==> config.mk <==
export PLATFORM = sky130hd
export DESIGN_NAME = ntab_cell
export DESIGN_NICKNAME = d
export VERILOG_FILES = /design/src/rtl/ntab_pkg.sv /design/src/rtl/ntab_cell.sv
export SDC_FILE = /design/constraint.sdc
export NUM_CORES = 1
export LEC_CHECK = 0
export ABC_CLOCK_PERIOD_IN_PS = 7090
export BUFFER_PORTS_ARGS = -buffer_cell sky130_fd_sc_hd__buf_2
export CAP_MARGIN = 40
export CORE_MARGIN = 8
export CORE_UTILIZATION = 54
export DETAILED_ROUTE_END_ITERATION = 12
export PLACE_DENSITY = 0.82
export SYNTH_ARGS = -nofsm -noshare
export SYNTH_HDL_FRONTEND = slang
export SYNTH_SLANG_ARGS = --single-unit
==> constraint.sdc <==
create_clock -name clock -period 7.09 [get_ports clock]
set_input_delay 0 -clock clock [delete_from_list [all_inputs] [get_ports clock]]
set_output_delay 0 -clock clock [all_outputs]
set_load 0.03 [all_outputs]
==> src/rtl/ntab_pkg.sv <==
// ----------------------------------------------------------------------------
// ntab_pkg
// Shared types, constants and helper functions of the neighbor table block.
// ----------------------------------------------------------------------------
package ntab_pkg;

   localparam int NTAB_DEPTH     = 32;     // default number of table entries
   localparam int ADDR_W         = 32;
   localparam int TIMER_W        = 16;
   localparam int CNT_W          = 9;      // holds any count up to 256 entries
   localparam int OUT_CNT_W      = 6;
   localparam int BETA_W         = 4;
   localparam logic [TIMER_W-1:0] HOLD_RESET = 16'd1000;

   localparam logic CMD_HEARD = 1'b0;
   localparam logic CMD_TICK  = 1'b1;

   // Request token handed from cell to cell along the chain.
   typedef struct packed {
      logic               active;
      logic               cmd;
      logic               hit;       // sender already present somewhere in the table
      logic               pending;   // new sender still looking for a free entry
      logic [ADDR_W-1:0]  addr;
      logic [CNT_W-1:0]   expired;
   } tok_type;

   typedef enum logic [1:0] {
      ST_IDLE,
      ST_SEARCH,
      ST_WALK,
      ST_RESP
   } st_type;

   function automatic logic [OUT_CNT_W-1:0] sat63(input logic [CNT_W-1:0] v);
      logic [OUT_CNT_W-1:0] r;
      if (v > CNT_W'(63)) begin
         r = '1;
      end else begin
         r = v[OUT_CNT_W-1:0];
      end
      return r;
   endfunction

   // Beta in tenths: 10 below four neighbors, one tenth less per two more, floor 1.
   function automatic logic [BETA_W-1:0] beta_of(input logic [CNT_W-1:0] k);
      logic [CNT_W-1:0]  drop;
      logic [BETA_W-1:0] r;
      drop = (k - CNT_W'(2)) >> 1;
      if (k < CNT_W'(4)) begin
         r = BETA_W'(10);
      end else if (drop >= CNT_W'(9)) begin
         r = BETA_W'(1);
      end else begin
         r = BETA_W'(10) - drop[BETA_W-1:0];
      end
      return r;
   endfunction

endpackage

==> src/rtl/ntab_cell.sv <==
// ----------------------------------------------------------------------------
// ntab_cell
// One table entry: valid bit, sender address and aging timer. Updates its
// entry when the request token passes and hands the token to the next cell.
// ----------------------------------------------------------------------------
module ntab_cell
   import ntab_pkg::*;
(
   input  logic               clock,
   input  logic               reset,
   input  logic [TIMER_W-1:0] hold_time,
   input  logic [ADDR_W-1:0]  search_addr,
   input  tok_type            tok_in,
   output tok_type            tok_out,
   output logic               match
);

   logic               valid_ff, valid_in;
   logic [ADDR_W-1:0]  addr_ff, addr_in;
   logic [TIMER_W-1:0] timer_ff, timer_in;
   tok_type            tok_ff, tok_in_nxt;

   assign match   = valid_ff && (addr_ff == search_addr);
   assign tok_out = tok_ff;

   always_comb begin
      valid_in   = valid_ff;
      addr_in    = addr_ff;
      timer_in   = timer_ff;
      tok_in_nxt = tok_in;
      if (tok_in.active) begin
         if (tok_in.cmd == CMD_TICK) begin
            if (valid_ff) begin
               if (timer_ff <= TIMER_W'(1)) begin
                  valid_in           = 1'b0;
                  tok_in_nxt.expired = tok_in.expired + CNT_W'(1);
               end else begin
                  timer_in = timer_ff - TIMER_W'(1);
               end
            end
         end else if (tok_in.hit) begin
            if (valid_ff && (addr_ff == tok_in.addr)) begin
               timer_in = hold_time;
            end
         end else if (tok_in.pending && !valid_ff) begin
            // First free entry on the way claims the new sender.
            valid_in           = 1'b1;
            addr_in            = tok_in.addr;
            timer_in           = hold_time;
            tok_in_nxt.pending = 1'b0;
         end
      end
   end

   always_ff @(posedge clock) begin
      if (reset) begin
         valid_ff <= 1'b0;
         tok_ff   <= '0;
      end else begin
         valid_ff <= valid_in;
         tok_ff   <= tok_in_nxt;
      end
   end

   always_ff @(posedge clock) begin
      addr_ff  <= addr_in;
      timer_ff <= timer_in;
   end

endmodule

==> impl_summary.txt, run 1 <==
----------------------------------------------------
[Timing]
  Final total negative setup slack ... 0 ns
  Unrepaired setup endpoints after global routing ... false
  Slew margin rel. ... 0.421
  Number of setup violations in the final report ... 0
  Max Fclk ... around 0.45 GHz
  Transition time at the pin with the least slew margin ... around 0.87 ns
  Endpoints failing hold ... 0
  Period minus WS final ... about 2.2 ns
  Share of the clock period used by the worst path after layout ... 0.312
  Final slew viol count ... 0
  Worst clock skew on the final layout ... 0.0107 ns
  Fin Hold WS ... between 0.006 and 0.007 ns
  Post-route setup slack ... 4.88 ns

[Logic synthesis]
  Post-synthesis average cell area ... between 10 and 15 um2
  Cell accounting for the most synthesized area ... edfxtp_1
  Mapped Nets ... roughly 440
  Flop and latch count out of synthesis ... 94
  Area share of the largest cell type after synthesis ... 0.348
  Post-synthesis sequential area ratio ... 0.571
  Yosys cell types ... 36
  Area of the mapped netlist ... between 0.004 and 0.005 mm2
  Synthesis Warnings ... 0
  Cell count after synthesis ... around 350
  Main area contributors after synthesis ... edfxtp_1 35%, dfxtp_1 22%, xnor2_1 16%

[Placement]
  Worst Setup Slack post-DPL ... between 4 and 5 ns
  Number of input and output port buffers inserted ... 140
  Placer Congestion ... between 0.7 and 0.8
  DP HPWL ... 7430 um

[Status]
  Outcome ... completed

[Finish]
  Most common cell after layout, fill and taps aside ... buf_2
  Share of the core filled with cells ... 0.757
  Nets ... between 600 and 700
  Fill cell instance count of the final layout ... 483
  Leading cell types in the layout, fill and taps excluded ... 140 x buf_2, 74 x xnor2_1, 57 x dlygate4sd3_1, 48 x edfxtp_1, 46 x dfxtp_1
  Share of cells above drive strength 1 ... 0.310
  Area added between synthesis and finish ... 38.6%

[Clock tree]
  Deepest clock path buffer count ... 2
  Clk sink count ... 94
  Level count of the clock H-tree ... 3
  Number of buffers created by CTS ... 9
  Clock slew at reported path FFs ... roughly 0.08 ns
  Clock insertion delay at the later pin of the skew report ... roughly 0.36 ns
  Post-cts resize count ... 0
  Buffer count from post-CTS setup fixing ... 0
  TritonCTS clock tree ... done
  Cell chosen for the clock root ... clkbuf_8

[Setup path]
  Crit end category ... flop
  Critical Path, Cell by Cell ... inv_1 -> ha_1 -> o211ai_4 -> o21ai_0 -> a221oi_2 -> buf_4
  Critical path start-end classification ... reg2reg
  Worst stage delay on the critical path ... roughly 0.40 ns
  Highest net fanout along the worst path ... 16
  Slowest-stage cell, CP ... o211ai_4
  Crit path required time ... about 7 ns
  Data arrival at the endpoint of the critical path ... roughly 2.3 ns
  Crit start category ... flop

[Floorplanning]
  Full die area ... 0.0107 mm2
  Starting utilization of the core area ... 0.547
  Count of pins on the block boundary ... between 100 and 150
  Vertical extent of the die ... a little over 100 um
  Area of the core ... approximately 0.0076 mm2
  Std cell rows ... 32
  Die Span X ... 104 um

[GRT]
  Maximum number of pins on one net before global-route repair ... 48
  All-layer global routing usage ... 0.196
  Vias in the first global route ... 3478
  Antenna violations before repair ... 1
  First-pass GRT wire length ... roughly 17000 um
  Total congestion overflow ... 0

[Detailed routing]
  First-pass DRT Iterations ... 4
  Total Wirelength ... ~10000 um
  Remaining number of nets flagged by the antenna check after routing ... 0
  Routed length per instance ... roughly 16 um
  Total number of vias ... between 3000 and 4000
  Remaining DRCs ... 0
  1st-iter DRT viols ... 116
  Post-detailed-route via-to-cell ratio ... ~4.9

[Hold path]
  Worst min-delay path category ... in2reg

[Power]
  Worst IR Drop VDD ... around 0.13 mV
  Pwr Density ... roughly 200 mW/mm2
  Leakage dissipation ... approximately 2.2 nW

[Flow run]
  Max-cap violations ... 0

----------------------------------------------------
==> where the power goes <==
part | internal, W | switching, W
Combinational | 0.0000800 | 0.0000883
Sequential | 0.000594 | 0.0000108
Clock | 0.000204 | 0.000182
==> registers in the layout, summed over array words and instances, names as in the netlist <==
register,cells
addr_ff,32
timer_ff,16
valid_ff,1
tok_out,45
==> what timing repair did <==
| action | in CTS | in global routing |
|---|---|---|
| hold buffers | 57 | 0 |
| endpoints found under the setup margin | 0 | 0 |
| endpoints found under the hold margin | 89 | 0 |
==> cell type report <==
type / instances / area [um2] / share of cell area
diodes: 1 / 2.50 / 0.000437
clock buffers: 11 / 174 / 0.0303
clock inverters: 4 / 50.0 / 0.00873
inverters: 6 / 22.5 / 0.00393
multi-input cells: 234 / 1710 / 0.298
flip-flops and latches: 94 / 2360 / 0.412
well taps: 102 / 128 / 0.0223
repair buffers: 199 / 1290 / 0.224
==> metal layers <==
metal | wire (um) | global-route usage | up-vias
met3 | 666 | 0.0582 | 19
met4 | 249 | 0.0776 | 0
met1 | 4220 | 0.219 | 1475
li1 | - | - | 1596
met5 | 0 | 0 | -
met2 | 5310 | 0.343 | 106
==> kinds of logic after synthesis <==
kind of cell	after synthesis	share of synthesized area
buffers and inverters	17	0.0178
AO/OA/AOI/OAI	23	0.0360
adder cells (fa/ha/maj)	3	0.00908
flip-flops	94	0.571
multiplexers	4	0.0103
XOR/XNOR	83	0.176
AND/OR/NAND/NOR	121	0.180
==> critical path, delay by kind of cell (launching register included) <==
kind	cells	cell delay (ns)
AOI/OAI and AO/OA	3	0.86
adders and majority gates	1	0.29
buffers and inverters	2	0.37
DFF	1	0.39
==> cells in the mapped netlist <==
cell type / instances
xnor2_1: 74
edfxtp_1: 48
dfxtp_1: 46
nor2b_1: 34
nor2_1: 30
nand4_1: 15
a21oi_1: 13
nand3_1: 9
xor2_1: 9
nor4_1: 8
inv_1: 6
nor3_1: 6
clkbuf_1: 5
nor4_2: 4
a31oi_1: 3
buf_1: 3
ha_1: 3
nand2_1: 3
nor3b_1: 3
nor4_4: 3
o31ai_1: 3
mux2i_1: 2
or3_1: 2
a211oi_1: 1
a221oi_1: 1
and2_1: 1
buf_2: 1
buf_6: 1
clkbuf_2: 1
mux2_1: 1
mux2_2: 1
nand2_2: 1
nand3_4: 1
nor3_2: 1
o211ai_4: 1
o21ai_0: 1
==> final timing paths <==
check / depth (start not counted) / slack (ns) / end / from
max: 6 / 4.88 / timer_ff[3]$_DFFE_PP_ / timer_ff[0]$_DFFE_PP_
min: 3 / 0.007 / timer_ff[10]$_DFFE_PP_ / hold_time[10]
max reg2reg: 6 / 4.88 / timer_ff[3]$_DFFE_PP_ / timer_ff[0]$_DFFE_PP_
min reg2reg: 2 / 0.63 / valid_ff$_SDFFE_PP0P_ / valid_ff$_SDFFE_PP0P_
==> stage by stage <==
step                total power (W)  instance area, um2  instances
finish                      0.00116                5730        651
global route                0.00120                5730        651
CTS                         0.00116                5730        650
detailed placement         0.000759                4930        578
global placement           0.000755                4930        578
floorplan                  0.000698                4140        345
Power figures use the tool's default switching activity.
==> inputs of run 2 (changes only) <==
--- a/config.mk
+++ b/config.mk
@@ -5,13 +5,14 @@
 export SDC_FILE = /design/constraint.sdc
 export NUM_CORES = 1
 export LEC_CHECK = 0
-export ABC_CLOCK_PERIOD_IN_PS = 7090
+export ABC_AREA = 1
+export ABC_CLOCK_PERIOD_IN_PS = 2200
 export BUFFER_PORTS_ARGS = -buffer_cell sky130_fd_sc_hd__buf_2
 export CAP_MARGIN = 40
 export CORE_MARGIN = 8
-export CORE_UTILIZATION = 54
+export CORE_UTILIZATION = 51
 export DETAILED_ROUTE_END_ITERATION = 12
-export PLACE_DENSITY = 0.82
+export PLACE_DENSITY = 0.77
 export SYNTH_ARGS = -nofsm -noshare
 export SYNTH_HDL_FRONTEND = slang
 export SYNTH_SLANG_ARGS = --single-unit
==> constraint.sdc (replaced) <==
create_clock -name clock -period 2.2 [get_ports clock]
set_input_delay 0 -clock clock [delete_from_list [all_inputs] [get_ports clock]]
set_output_delay 0 -clock clock [all_outputs]
set_load 0.03 [all_outputs]
==> impl_summary.txt, run 2 <==
----------------------------------------------------
[Status]
  Outcome ... completed

[Setup path]
  Crit end category ... flop
  Launching point of the worst reg2reg path ... timer_ff[0]$_DFFE_PP_
  Register-to-Register Setup Slack ... a little under 0.2 ns
  Crit path required time ... ~2.3 ns
  Reg2Reg Depth ... 10
  Critical path start-end classification ... reg2reg
  Data arrival at the endpoint of the critical path ... around 2.1 ns
  Crit start category ... flop
  Highest net fanout along the worst path ... 16
  Endpoint of the most critical register-to-register path ... timer_ff[9]$_DFFE_PP_

[Power]
  Worst IR Drop VDD ... approximately 0.47 mV
  Pwr Density ... 605 mW/mm2
  Leakage dissipation ... 2.99 nW

[Logic synthesis]
  Commonest cells post-synth ... 125 x nand2_1, 90 x nor2_1, 89 x inv_1
  Post-synthesis average cell area ... 8.17 um2
  Main area contributors after synthesis ... edfxtp_1 32%, dfxtp_1 21%, nand2_1 10%
  Prevailing post-synth register cell ... edfxtp_1
  Area of the mapped netlist ... 0.00449 mm2
  Cell count after synthesis ... around 550
  Flop and latch count out of synthesis ... 94
  Post-synthesis sequential area ratio ... 0.527
  Mapped Nets ... 647
  Synthesis Warnings ... 0
  Cell accounting for the most synthesized area ... edfxtp_1
  Area share of the largest cell type after synthesis ... 0.321
  Number of flops mapped to enable cells by yosys ... 48
  Yosys cell types ... 35
  Share of flip-flops with an asynchronous set or reset ... 0
  Cell with the most instances after synthesis ... nand2_1

[Finish]
  Fill cell instance count of the final layout ... ~670
  Area added between synthesis and finish ... 36.2%
  Share of cells above drive strength 1 ... 0.251
  Max FFs per register ... between 40 and 50
  Most common cell after layout, fill and taps aside ... buf_2
  Leading cell types in the layout, fill and taps excluded ... 140 x buf_2, 125 x nand2_1, 89 x inv_1, 89 x nor2_1, 56 x dlygate4sd3_1
  Combined flip-flop and latch cell area ... ~0.0024 mm2
  N_diodes ... 0
  Nets ... between 800 and 900
  Area of the multi-input gates ... 0.00175 mm2

[Detailed routing]
  Routed length per instance ... 14.9 um
  Remaining DRCs ... 0
  Total number of vias ... 4289
  Remaining number of nets flagged by the antenna check after routing ... 0
  1st-iter DRT viols ... roughly 220
  First-pass DRT Iterations ... 5
  Post-detailed-route via-to-cell ratio ... roughly 5.0
  Total Wirelength ... about 13000 um

[GRT]
  All-layer global routing usage ... 0.218
  First-pass GRT wire length ... 20700 um
  Vias in the first global route ... roughly 4500
  Maximum number of pins on one net before global-route repair ... 33
  Total congestion overflow ... 0
  Antenna violations before repair ... 1

[Timing]
  Slew margin rel. ... 0.678
  Unrepaired setup endpoints after global routing ... false
  Number of setup violations in the final report ... 0
  Worst clock skew on the final layout ... approximately 0.008 ns
  Final slew viol count ... 0
  Share of the clock period used by the worst path after layout ... 0.910
  Period minus WS final ... approximately 2.0 ns
  Post-route setup slack ... ~0.2 ns
  Max Fclk ... around 0.5 GHz
  Final total negative setup slack ... 0 ns
  Endpoints failing hold ... 0
  Transition time at the pin with the least slew margin ... about 0.48 ns

[Clock tree]
  Clk sink count ... 94
  Number of buffers created by CTS ... 9
  Buffer count from post-CTS setup fixing ... 0
  Deepest clock path buffer count ... 2
  TritonCTS clock tree ... done
  Clock slew at reported path FFs ... roughly 0.09 ns
  Clock insertion delay at the later pin of the skew report ... between 0.3 and 0.4 ns
  Level count of the clock H-tree ... 3
  Cell chosen for the clock root ... clkbuf_8

[Hold path]
  Worst min-delay path category ... in2reg
  Hold depth ... 3
  Worst hold path startpoint ... hold_time[3]
  Worst min-delay path endpoint ... timer_ff[3]$_DFFE_PP_

[Floorplanning]
  Starting utilization of the core area ... 0.519
  Area of the core ... between 0.008 and 0.009 mm2
  Count of pins on the block boundary ... between 100 and 150
  Full die area ... ~0.012 mm2
  Vertical extent of the die ... ~110 um
  Std cell rows ... 34
  Die Span X ... approximately 110 um

[Placement]
  DP HPWL ... 9310 um
  Number of input and output port buffers inserted ... 140
  Worst Setup Slack post-DPL ... about 0.24 ns
  Placer Congestion ... slightly below 0.9

[Flow run]
  Max-cap violations ... 0

----------------------------------------------------
## run 2: area by class of cell
type,count,share of cell area
Sequential cell,94,0.387
Multi-Input combinational cell,353,0.287
Timing Repair Buffer,200,0.213
Inverter,93,0.0580
Clock buffer,12,0.0291
Tap cell,108,0.0221
Clock inverter,4,0.00410
## run 2: power by group
group	switching, W	total (W)	internal [W]
combinational	0.000348	0.000598	0.000250
sequential	0.0000334	0.00195	0.00192
clock	0.000600	0.00115	0.000549
total	0.000981	0.00370	0.00272
## run 2: worst max path at each step
stage	from	endpoint	slack (ns)	cells after the start
finish	timer_ff[0]$_DFFE_PP_	timer_ff[9]$_DFFE_PP_	0.20	10
global route	timer_ff[0]$_DFFE_PP_	timer_ff[13]$_DFFE_PP_	0.04	10
CTS	timer_ff[0]$_DFFE_PP_	timer_ff[12]$_DFFE_PP_	0.16	10
detailed placement	timer_ff[0]$_DFFE_PP_	timer_ff[6]$_DFFE_PP_	0.24	10
global placement	timer_ff[0]$_DFFE_PP_	timer_ff[7]$_DFFE_PP_	0.29	10
floorplan	timer_ff[0]$_DFFE_PP_	timer_ff[0]$_DFFE_PP_	0.11	9
## run 2: worst max-delay path, cell delays in order (launching register included)
cell and delay [ns]:
edfxtp_1 0.40, inv_1 0.09, ha_1 0.25, nor2_2 0.16, nor2_2 0.07, nand2_4 0.08, clkinv_4 0.08, o21ai_1 0.17
nand2_1 0.08, a21oi_2 0.15, buf_12 0.17
## run 2: per-layer routing
layer	share of wire	wire, um	vias up	track usage
li1	-	-	2138	-
met1	0.40	5100	1923	0.245
met2	0.48	6230	192	0.375
met3	0.091	1170	34	0.0698
met4	0.030	391	2	0.0906
met5	0.00062	8	-	0
## run 2: what timing repair did
action / in CTS / in global routing
setup endpoints to repair: 0 / 16
gates resized for setup: 0 / 1
hold endpoints to repair: 87 / 0
hold buffers: 56 / 0
## run 2: metrics by stage
| stage | utilization | cells | hold WS (ns) | area [um2] | total power [W] |
|---|---|---|---|---|---|
| detailed placement | 0.619 | 792 | 0.202 | 5340 | 0.00250 |
| global placement | 0.619 | 792 | 0.194 | 5340 | 0.00249 |
| finish | 0.707 | 864 | 0.0104 | 6110 | 0.00370 |
| global route | 0.707 | 864 | 0.0292 | 6110 | 0.00385 |
| floorplan | - | 549 | 0.0903 | 4500 | 0.00228 |
| CTS | 0.707 | 864 | 0.00435 | 6110 | 0.00371 |
## run 2: logic make-up after synthesis
family,count (synthesis),share of synthesized area
buffers and inverters,102,0.0876
AND/OR/NAND/NOR,274,0.266
flip-flops,94,0.527
AO/OA/AOI/OAI,55,0.0700
XOR/XNOR,21,0.0410
adder cells (fa/ha/maj),3,0.00837
